File: src/hw/rtl/rpn_pkg.sv
// Package of the RPN stack calculator: sizes, operation and status codes,
// transaction structs and the sequencer state type. Depends on nothing.
package rpn_pkg;

  // Stack size and field widths.
  localparam int unsigned DEPTH       = 64;
  localparam int unsigned DataW       = 32;
  localparam int unsigned FracW       = 16;
  localparam int unsigned OpW         = 3;
  localparam int unsigned StatusW     = 3;
  localparam int unsigned DepthFieldW = 7;
  localparam int unsigned CntW        = $clog2(DEPTH + 1);
  localparam int unsigned AddrW       = $clog2(DEPTH);
  localparam int unsigned DivCntW     = $clog2(DataW);

  // Clamp limits of a Q16.16 result.
  localparam logic [DataW-1:0] ValMax = {1'b0, {(DataW-1){1'b1}}};
  localparam logic [DataW-1:0] ValMin = {1'b1, {(DataW-1){1'b0}}};

  typedef enum logic [OpW-1:0] {
    OP_PUSH = 3'd0,
    OP_ADD  = 3'd1,
    OP_SUB  = 3'd2,
    OP_MUL  = 3'd3,
    OP_DIV  = 3'd4
  } rpn_op_e;

  typedef enum logic [StatusW-1:0] {
    ST_OK        = 3'd0,
    ST_OVERFLOW  = 3'd1,
    ST_UNDERFLOW = 3'd2,
    ST_DIVZERO   = 3'd3,
    ST_SATURATED = 3'd4
  } rpn_status_e;

  typedef enum logic [1:0] {
    S_IDLE,
    S_FETCH,
    S_MUL,
    S_DIV
  } rpn_state_e;

  // Input transaction.
  typedef struct packed {
    logic [OpW-1:0]          operation;
    logic signed [DataW-1:0] operand_value;
  } rpn_req_t;

  // Result transaction.
  typedef struct packed {
    logic [StatusW-1:0]      status;
    logic signed [DataW-1:0] top_value;
    logic [DepthFieldW-1:0]  stack_depth;
  } rpn_rsp_t;

  // Status returned by the divider.
  typedef struct packed {
    logic             done;
    logic             ovf;
    logic [DataW-1:0] quotient;
  } rpn_div_rsp_t;

endpackage

File: src/hw/rtl/rpn_div.sv
// Radix-2 restoring divider for unsigned Q16.16 magnitudes, one quotient bit
// per cycle. Depends on rpn_pkg.
module rpn_div import rpn_pkg::*; (
  input  logic                   clk_i,
  input  logic                   rst_ni,
  input  logic                   start_i,
  input  logic [DataW+FracW-1:0] dividend_i,
  input  logic [DataW-1:0]       divisor_i,
  output rpn_div_rsp_t           rsp_o
);

  logic [DataW-1:0]   rem_q, rem_d;
  logic [DataW-1:0]   quo_q, quo_d;
  logic [DataW-1:0]   dvs_q;
  logic               ovf_q;
  logic               busy_q, busy_d;
  logic               done_q, done_d;
  logic [DivCntW-1:0] cnt_q, cnt_d;
  logic [DataW:0]     trial;
  logic [DataW:0]     shifted;

  // One restoring step: shift in the next dividend bit and try to subtract.
  always_comb begin
    shifted = {rem_q, quo_q[DataW-1]};
    trial   = shifted - {1'b0, dvs_q};
    rem_d   = rem_q;
    quo_d   = quo_q;
    cnt_d   = cnt_q;
    busy_d  = busy_q;
    done_d  = 1'b0;
    if (busy_q) begin
      rem_d = trial[DataW] ? shifted[DataW-1:0] : trial[DataW-1:0];
      quo_d = {quo_q[DataW-2:0], ~trial[DataW]};
      cnt_d = cnt_q + DivCntW'(1);
      if (cnt_q == DivCntW'(DataW - 1)) begin
        busy_d = 1'b0;
        done_d = 1'b1;
      end
    end
  end

  // Control registers.
  always_ff @(posedge clk_i or negedge rst_ni) begin
    if (!rst_ni) begin
      busy_q <= 1'b0;
      done_q <= 1'b0;
      cnt_q  <= '0;
    end else if (start_i) begin
      busy_q <= 1'b1;
      done_q <= 1'b0;
      cnt_q  <= '0;
    end else begin
      busy_q <= busy_d;
      done_q <= done_d;
      cnt_q  <= cnt_d;
    end
  end

  // Datapath registers. A quotient of 2^32 or more is flagged up front, since
  // the high dividend bits then already reach the divisor.
  always_ff @(posedge clk_i) begin
    if (start_i) begin
      rem_q <= {{(DataW-FracW){1'b0}}, dividend_i[DataW+FracW-1:DataW]};
      quo_q <= dividend_i[DataW-1:0];
      dvs_q <= divisor_i;
      ovf_q <= ({{(DataW-FracW){1'b0}}, dividend_i[DataW+FracW-1:DataW]} >= divisor_i);
    end else begin
      rem_q <= rem_d;
      quo_q <= quo_d;
    end
  end

  assign rsp_o.done     = done_q;
  assign rsp_o.ovf      = ovf_q;
  assign rsp_o.quotient = quo_q;

endmodule

File: config.mk
export PLATFORM = sky130hd
export DESIGN_NAME = rpn_div
export DESIGN_NICKNAME = d
export VERILOG_FILES = /design/src/hw/rtl/rpn_pkg.sv /design/src/hw/rtl/rpn_div.sv
export SDC_FILE = /design/constraint.sdc
export NUM_CORES = 1
export LEC_CHECK = 0
export BUFFER_PORTS_ARGS = -buffer_cell sky130_fd_sc_hd__buf_2
export CAP_MARGIN = 0
export CORE_ASPECT_RATIO = 1.1
export CORE_MARGIN = 4
export CORE_UTILIZATION = 57
export DETAILED_ROUTE_END_ITERATION = 16
export GPL_TIMING_DRIVEN = 0
export PLACE_DENSITY = 0.92
export RECOVER_POWER = 25
export SYNTH_ARGS = -nofsm -noshare
export SYNTH_HDL_FRONTEND = slang
export SYNTH_SLANG_ARGS = --single-unit
File: constraint.sdc
create_clock -name clk_i -period 3.9 [get_ports clk_i]
set_clock_uncertainty 0.15 [all_clocks]
set_input_delay 0.195 -clock clk_i [delete_from_list [all_inputs] [get_ports clk_i]]
set_output_delay 0.195 -clock clk_i [all_outputs]
set_load 0.005 [all_outputs]
==> results of run 1 <==
## per-stage QoR
| stage | hold slack (ns) | cell area, um2 | setup WS, ns | utilization, % |
|---|---|---|---|---|
| 3_3_place_gp | -0.1221 | 7218 | -0.1172 | 65.56 |
| 3_5_place_dp | -0.1145 | 7241 | -0.2344 | 65.76 |
| 2_1_floorplan | -0.2506 | 6454 | 0.5774 | - |
| 5_1_grt | -0.009307 | 8099 | -0.09310 | 73.56 |
| 4_1_cts | 0.0006663 | 8051 | 0.04367 | 73.13 |
| 6_report | -0.01283 | 8099 | 0.1150 | 73.56 |
## timing repair
| action | 4_1_cts | 5_1_grt |
|---|---|---|
| setup buffers | 2 | 1 |
| endpoints found under the hold margin | 55 | 6 |
| resized for setup | 3 | 4 |
| pin swaps | 2 | 3 |
| setup endpoints to repair | 14 | 18 |
| hold buffers | 49 | 6 |
## final cells by class
type                            instances  area [um2]
Timing Repair Buffer                  175        1140
Tap cell                              147       183.9
Fill cell                             731        2912
Multi-Input combinational cell        436        3181
Inverter                               63       236.5
Clock buffer                           10       229.0
Clock inverter                          6       67.56
Buffer                                 28       133.9
Sequential cell                       104        2928
## power by group
group	total, W	internal [W]	switching [W]	leakage [nW]
clock	0.000939	0.000504	0.000435	0.146
sequential	0.00133	0.00129	0.0000427	1.06
combinational	0.000632	0.000282	0.000351	2.37
## state kept, by name, indices dropped and copies added, names as in the netlist
name / count
busy_q: 1
cnt_q: 5
done_q: 1
dvs_q: 32
ovf_q: 1
quo_q: 32
rem_q: 32
## final timing paths
check                                               to  slack, ns
max in group asynchronous         cnt_q[0]$_DFFE_PN0P_       3.23
worst max-delay path                rem_q[4]$_DFFE_PP_       0.11
worst max register to register      rem_q[4]$_DFFE_PP_       0.11
worst min register to register  rem_q[26]$_SDFFE_PP0P_       0.37
min in group asynchronous             busy_q$_DFF_PN0_       0.11
worst min-delay path               quo_q[21]$_DFFE_PP_      -0.01
## layer usage
metal / global-route usage (%) / vias up
li1: - / 2676
met1: 31.24 / 2801
met2: 50.23 / 308
met3: 6.025 / 103
met4: 16.06 / 0
met5: 0 / -
## Yosys cell counts (2+ instances only)
cell type / instances / area share, %
sky130_fd_sc_hd__mux2i_1: 15 / 2.3
sky130_fd_sc_hd__or4b_1: 2 / 0.31
sky130_fd_sc_hd__a21o_1: 11 / 1.3
sky130_fd_sc_hd__o31a_1: 2 / 0.27
sky130_fd_sc_hd__nor3_1: 8 / 0.62
sky130_fd_sc_hd__a311oi_1: 5 / 0.68
sky130_fd_sc_hd__clkbuf_1: 17 / 0.99
sky130_fd_sc_hd__inv_1: 62 / 3.6
sky130_fd_sc_hd__nor2_1: 35 / 2.0
sky130_fd_sc_hd__edfxtp_1: 81 / 38
sky130_fd_sc_hd__or3_1: 7 / 0.68
sky130_fd_sc_hd__and2_1: 4 / 0.39
sky130_fd_sc_hd__a31oi_1: 5 / 0.48
sky130_fd_sc_hd__nand3_1: 18 / 1.4
sky130_fd_sc_hd__o21bai_1: 7 / 0.81
sky130_fd_sc_hd__o31ai_1: 7 / 0.81
sky130_fd_sc_hd__o21ai_0: 32 / 2.5
sky130_fd_sc_hd__nor2b_1: 4 / 0.39
sky130_fd_sc_hd__o2111ai_1: 2 / 0.27
sky130_fd_sc_hd__dfrtp_1: 7 / 2.7
sky130_fd_sc_hd__a21oi_1: 41 / 3.2
sky130_fd_sc_hd__a211oi_1: 6 / 0.70
sky130_fd_sc_hd__and3_1: 6 / 0.58
sky130_fd_sc_hd__ha_1: 50 / 9.7
sky130_fd_sc_hd__nand2b_1: 3 / 0.29
sky130_fd_sc_hd__xnor2_1: 14 / 1.9
sky130_fd_sc_hd__buf_2: 3 / 0.23
sky130_fd_sc_hd__xor2_1: 11 / 1.5
sky130_fd_sc_hd__nor4_1: 4 / 0.39
sky130_fd_sc_hd__nand4_1: 9 / 0.87
sky130_fd_sc_hd__mux2_2: 31 / 5.4
sky130_fd_sc_hd__o211a_1: 3 / 0.47
sky130_fd_sc_hd__nor3b_1: 3 / 0.35
sky130_fd_sc_hd__o221ai_1: 5 / 0.68
sky130_fd_sc_hd__nand2_1: 55 / 3.2
sky130_fd_sc_hd__o21ai_2: 2 / 0.27
sky130_fd_sc_hd__buf_1: 4 / 0.23
sky130_fd_sc_hd__a2111oi_2: 2 / 0.47
sky130_fd_sc_hd__o311ai_0: 5 / 0.68
sky130_fd_sc_hd__o21a_1: 3 / 0.35
sky130_fd_sc_hd__dfxtp_1: 16 / 5.0
sky130_fd_sc_hd__buf_4: 3 / 0.35
## critical path, delay by kind of cell (launching register included)
kind / cells / cell delay [ns]
compound gates: 7 / 1.32
fa+ha+maj: 2 / 0.62
buf+inv: 4 / 0.55
flops: 1 / 0.39
simple gates: 2 / 0.43
## kinds of logic (layout without fill, tap and decap cells)
| kind of cell | Yosys count | after routing | synth area share, % |
|---|---|---|---|
| adder cells (fa/ha/maj) | 51 | 51 | 10.00 |
| buffers and inverters | 91 | 282 | 5.641 |
| AND/OR/NAND/NOR | 164 | 164 | 12.21 |
| multiplexers | 46 | 46 | 7.735 |
| AO/OA/AOI/OAI | 150 | 150 | 15.65 |
| flip-flops | 104 | 104 | 45.37 |
| XOR/XNOR | 25 | 25 | 3.393 |
==> results.md, run 1 <==
- Status: complete, but fails checks
- Violated checks: hold timing, capacitance limit, slew limit
- Most used flip-flop cell after synthesis: sky130_fd_sc_hd__edfxtp_1
- Hold path startpoint: dividend_i[21]
- Number of core rows: 40
- Final weighted congestion in routability-driven placement: 0.9688
- Total Power Consumption: 0.002902 W
- Number of I/O port buffers: 116
- Top Metal Used: met4
- Leakage power: 3.580 nW
- Final wirelength: 18,990 um
- Headroom to the max-slew limit: -41.95%
- Area growth from synthesis to layout: 25.49%
- Initial Util: 58.61%
- Top Ports: 117
- Routed length on met2: 10,080 um
- Clk sink count: 104
- Met3 WL: 1236 um
- Transition time at the pin with the least slew margin: 2.129 ns
- Aggregate negative setup slack: 0 ns
- Share of post-route cells with drive strength above 1: 19.10%
- Maximum buffer depth of the clock tree: 2
- Pin count of the biggest net entering global routing: 35
- Synthesized netlist cell count: 631
- Length of the first detailed-routing pass in iterations: 5
- Period Utilization, post-route: 97.05%
- Synthesized area divided by synthesized cell count: 10.23 um2
- Clock latency at the later pin of the worst-skew pair: 0.36 ns
- Worst endpoint required time: 3.81 ns
- Number of enable flip-flop cells after synthesis: 81
- Post-Route Hold Slack: -0.01283 ns
- Number of placed instances, taps included: 895
- Hpwl dp: 12,330 um
- Post-detailed-route via-to-cell ratio: 6.076
- Met1 WL: 6618 um
- Number of nets produced by synthesis: 765
- DRT antenna net count: 0
- Initial antenna violation count: 0
- First element of the critical path: quo_q[31]$_DFFE_PP_
- Area enclosed by the die boundary: 13,090 um2
- Startpoint class of the critical path: flip-flop
- Clock buffers created by TritonCTS: 9
- ANT cells: 0
- Clock tree from TritonCTS: built
- Clock root buffer master: sky130_fd_sc_hd__clkbuf_16
- Detailed-route wire length per cell: 19.60 um
- Fmax: 264.2 MHz
- Peak VDD IR: 0.0002119 V
- Final Hold Viols: 2
- Worst r2r src: quo_q[31]$_DFFE_PP_
- Via count of the routed design: 5,888
- Flops & latches, synth: 104
- Time the worst path needs with I/O delays and setup: 3.785 ns
- Element type at the critical path end: flip-flop
- Arrival time of data at the critical path endpoint: 3.70 ns
- Most common library cell in the layout ignoring fill and taps: sky130_fd_sc_hd__buf_2
- Kind of path behind the tightest hold check: in2reg
- CP Cell Sequence: inv_1 -> ha_1 -> inv_1 -> fa_1 -> a211oi_2 -> o21ai_2 -> o21ai_4 -> a211oi_4 -> o211ai_2 -> a21oi_2 -> or2_1 -> buf_6 -> clkbuf_4 -> nand3_1 -> o311ai_0
- Post-synthesis instance area: 6454 um2
- # setup viols final: 0
- Starting DRT DRC Count: 496
- WS Path Type: reg2reg
- Cell count of the worst hold path: 2
- Delay contributed by the slowest stage of the critical path: 0.43 ns
- Cell with the most instances on the worst path: sky130_fd_sc_hd__inv_1
- Number of max-slew violations in the final report: 35
- Most used cells in the layout excluding fill and tap cells: 91 x sky130_fd_sc_hd__buf_2, 81 x sky130_fd_sc_hd__edfxtp_1, 62 x sky130_fd_sc_hd__inv_1
- Yosys warnings: 0
- Post-route DRC violation count: 0
- Overall die height: 119.6 um
- Synth cell types: 63
- Path depth of the worst reg2reg path: 15
- CTS H-tree lvls: 3
- Clock Pin Slew Worst Setup and Hold Paths: 0.07 ns
- Sequential fraction of the synthesis area: 45.37%
- Final-stage net count: 951
- Power per cell area: 358.3 nW/um2
- Floorplan Core Area: 11,010 um2
- Worst-path cell with the longest stage delay: sky130_fd_sc_hd__fa_1
- Total global routing track utilization: 28.52%
- Overflow after GRT: 0
- Count of maximum capacitance violations: 1
- Fraction of registers with async set/reset: 6.731%
- Layout Cells excl Fill: 969
- Global-route wire length before repair: 29,100 um
- Critical-path maximum fanout: 10
- Die extent in x: 109.5 um
- Vias in the first global route: 6,066
(Power assumes the default switching activity.)
==> inputs of run 2 (changes only) <==
--- a/config.mk
+++ b/config.mk
@@ -14,6 +14,7 @@
 export GPL_TIMING_DRIVEN = 0
 export PLACE_DENSITY = 0.92
 export RECOVER_POWER = 25
+export REMOVE_ABC_BUFFERS = 1
 export SYNTH_ARGS = -nofsm -noshare
 export SYNTH_HDL_FRONTEND = slang
 export SYNTH_SLANG_ARGS = --single-unit
==> results.md, run 2 (same netlist as run 1, synthesis figures left out) <==
- Pin count of the biggest net entering global routing: 87 (was 35)
- Startpoint class of the critical path: flip-flop (unchanged)
- Crit path setup slack, layout: 0.1233 ns (was 0.1150 ns)
- Leading registers by flop count: dvs_q: 32 flops, quo_q: 32 flops, rem_q: 32 flops (unchanged)
- Cell count of the worst hold path: 3 (was 2)
- Via count of the routed design: 6,008 (was 5,888)
- Number of max-slew violations in the final report: 34 (was 35)
- Fillers: 709 (was 731)
- Most used cells in the layout excluding fill and tap cells: 85 x sky130_fd_sc_hd__buf_2, 81 x sky130_fd_sc_hd__edfxtp_1, 62 x sky130_fd_sc_hd__inv_1 (was 91 x sky130_fd_sc_hd__buf_2, 81 x sky130_fd_sc_hd__edfxtp_1, 62 x sky130_fd_sc_hd__inv_1)
- Overflow after GRT: 0 (unchanged)
- Final wirelength: 19,880 um (was 18,990 um)
- Hpwl dp: 11,430 um (was 12,330 um)
- Setup repair after global routing missed its margin: false
- Critical-path maximum fanout: 5 (was 10)
- Element type at the critical path end: flip-flop (unchanged)
- Floorplan Core Area: 11,010 um2 (unchanged)
- Transition time at the pin with the least slew margin: 1.994 ns (was 2.129 ns)
- Fmax: 264.8 MHz (was 264.2 MHz)
- Initial antenna violation count: 2 (was 0)
- Die extent in x: 109.5 um (unchanged)
- Top Metal Used: met4 (unchanged)
- Power per cell area: 363.8 nW/um2 (was 358.3 nW/um2)
- Clock latency at the later pin of the worst-skew pair: 0.36 ns (about the same)
- Area of all placed cells without fillers: 8031 um2 (was 8099 um2)
- Worst-case setup slack after placement: -0.2774 ns (was -0.2344 ns)
- # setup viols final: 0 (unchanged)
- Kind of path behind the tightest hold check: in2reg (unchanged)
- Clk sink count: 104 (unchanged)
- Violated checks: hold timing, capacitance limit, slew limit (unchanged)
- Global-route wire length before repair: 30,080 um (was 29,100 um)
- Routed length on met2: 9405 um (was 10,080 um)
- Post-route DRC violation count: 0 (unchanged)
- Maximum buffer depth of the clock tree: 2 (unchanged)
- Status: complete, but fails checks (unchanged)
- Placement-stage cell area: 7151 um2 (was 7241 um2)
- Detailed-route wire length per cell: 21.01 um (was 19.60 um)
- Met3 WL: 2003 um (was 1236 um)
- Headroom to the max-slew limit: -32.94% (was -41.95%)
- Worst endpoint required time: 3.84 ns (was 3.81 ns)
- Arrival time of data at the critical path endpoint: 3.72 ns (was 3.70 ns)
- Share of post-route cells with drive strength above 1: 18.70% (was 19.10%)
- Top Ports: 117 (unchanged)
- Leakage power: 3.540 nW (was 3.580 nW)
- Vias in the first global route: 5,956 (was 6,066)
- Area growth from synthesis to layout: 24.45% (was 25.49%)
- Peak VDD IR: 0.0003149 V (was 0.0002119 V)
- DRT antenna net count: 0 (unchanged)
- Overall die height: 119.6 um (unchanged)
- Final-stage net count: 927 (was 951)
- CTS H-tree lvls: 3 (unchanged)
- Total global routing track utilization: 29.69% (was 28.52%)
- Area enclosed by the die boundary: 13,090 um2 (unchanged)
- Final weighted congestion in routability-driven placement: 0.9290 (was 0.9688)
- Time the worst path needs with I/O delays and setup: 3.777 ns (was 3.785 ns)
- Initial Util: 58.61% (unchanged)
- Period Utilization, post-route: 96.84% (was 97.05%)
- Number of core rows: 40 (unchanged)
- Post-detailed-route via-to-cell ratio: 6.351 (was 6.076)
- Most common library cell in the layout ignoring fill and taps: sky130_fd_sc_hd__buf_2 (unchanged)
- Clock buffers created by TritonCTS: 9 (unchanged)
- Post-Route Hold Slack: -0.007071 ns (was -0.01283 ns)
- Final Hold Viols: 1 (was 2)
- Clock Pin Slew Worst Setup and Hold Paths: 0.08 ns (was 0.07 ns)
- WS Path Type: reg2reg (unchanged)
- Number of I/O port buffers: 116 (unchanged)
- Starting DRT DRC Count: 618 (was 496)
- Met1 WL: 7447 um (was 6618 um)
- Path depth of the worst reg2reg path: 14 (was 15)
- Length of the first detailed-routing pass in iterations: 5 (unchanged)
- Count of maximum capacitance violations: 1 (unchanged)
- Clock tree from TritonCTS: built (unchanged)
- Clock root buffer master: sky130_fd_sc_hd__clkbuf_16 (unchanged)
==> run 2: cell types whose count changed in the layout (fill, tap and decap cells not counted), moves of 2 or more <==
cell                       delta
sky130_fd_sc_hd__clkbuf_4     -2
sky130_fd_sc_hd__buf_16       +2
sky130_fd_sc_hd__clkbuf_1    -12
sky130_fd_sc_hd__buf_2        -6
sky130_fd_sc_hd__buf_1        -4
sky130_fd_sc_hd__inv_6        +2
sky130_fd_sc_hd__diode_2      +2
sky130_fd_sc_hd__buf_4        -2
==> run 2: final timing paths <==
check	start	endpoint	slack, ns
max	quo_q[31]$_DFFE_PP_	rem_q[12]$_DFFE_PP_	0.12
min	dividend_i[0]	quo_q[0]$_DFFE_PP_	-0.007
max reg2reg	quo_q[31]$_DFFE_PP_	rem_q[12]$_DFFE_PP_	0.12
min reg2reg	rem_q[21]$_SDFFE_PP0P_	rem_q[22]$_SDFFE_PP0P_	0.35
max in group asynchronous	rst_ni	cnt_q[4]$_DFFE_PN0P_	3.24
min in group asynchronous	rst_ni	done_q$_DFF_PN0_	0.10
==> run 2: critical path, stage by stage (launching register included) <==
cell                       delay (ns)
sky130_fd_sc_hd__edfxtp_1        0.40
sky130_fd_sc_hd__inv_1           0.10
sky130_fd_sc_hd__ha_1            0.20
sky130_fd_sc_hd__inv_1           0.07
sky130_fd_sc_hd__fa_1            0.44
sky130_fd_sc_hd__a211oi_2        0.29
sky130_fd_sc_hd__o21ai_2         0.13
sky130_fd_sc_hd__o21ai_2         0.23
sky130_fd_sc_hd__a211oi_4        0.11
sky130_fd_sc_hd__o211ai_2        0.24
sky130_fd_sc_hd__a21oi_1         0.22
sky130_fd_sc_hd__nor2_4          0.26
sky130_fd_sc_hd__buf_4           0.18
sky130_fd_sc_hd__mux2i_1         0.33
sky130_fd_sc_hd__o21ai_0         0.16
==> run 2: what timing repair did <==
item,CTS,global route
buffers inserted,0,6
endpoints found under the setup margin,21,18
pin swaps,0,2
endpoints found under the hold margin,57,3
gates resized for setup,2,1
cloned,0,1
hold buffers,51,3
==> run 2: cell type report <==
class	count	area, um2	area share (%)
clock inverter	5	63.81	0.7945
antenna	2	5.005	0.06232
inverter	63	236.5	2.944
multi-input combinational	437	3178	39.57
timing repair buffer	178	1207	15.03
tap	147	183.9	2.290
sequential	104	2928	36.45
clock buffer	10	229.0	2.851
==> run 2: per-stage QoR <==
stage	util [%]	hold WS [ns]	setup TNS, ns	instances	power (W)
2_1_floorplan	-	-0.2506	0	603	0.001693
3_3_place_gp	64.40	-0.1204	-43.61	866	0.001856
3_5_place_dp	64.94	-0.1150	-3.092	868	0.001892
4_1_cts	72.26	0.001537	0	934	0.002834
5_1_grt	72.94	0.0009520	0	946	0.003023
6_report	72.94	-0.007071	0	946	0.002921
==> run 2: layer usage <==
| metal | vias to the layer above | GRT usage, % |
|---|---|---|
| met1 | 2819 | 35.98 |
| met2 | 453 | 47.71 |
| met3 | 93 | 8.015 |
| li1 | 2643 | - |
| met4 | 0 | 15.90 |
| met5 | - | 0 |
==> run 2: power by group <==
group	switching (W)	internal, W
Combinational	0.000360	0.000283
Sequential	0.0000531	0.00129
Clock	0.000435	0.000502
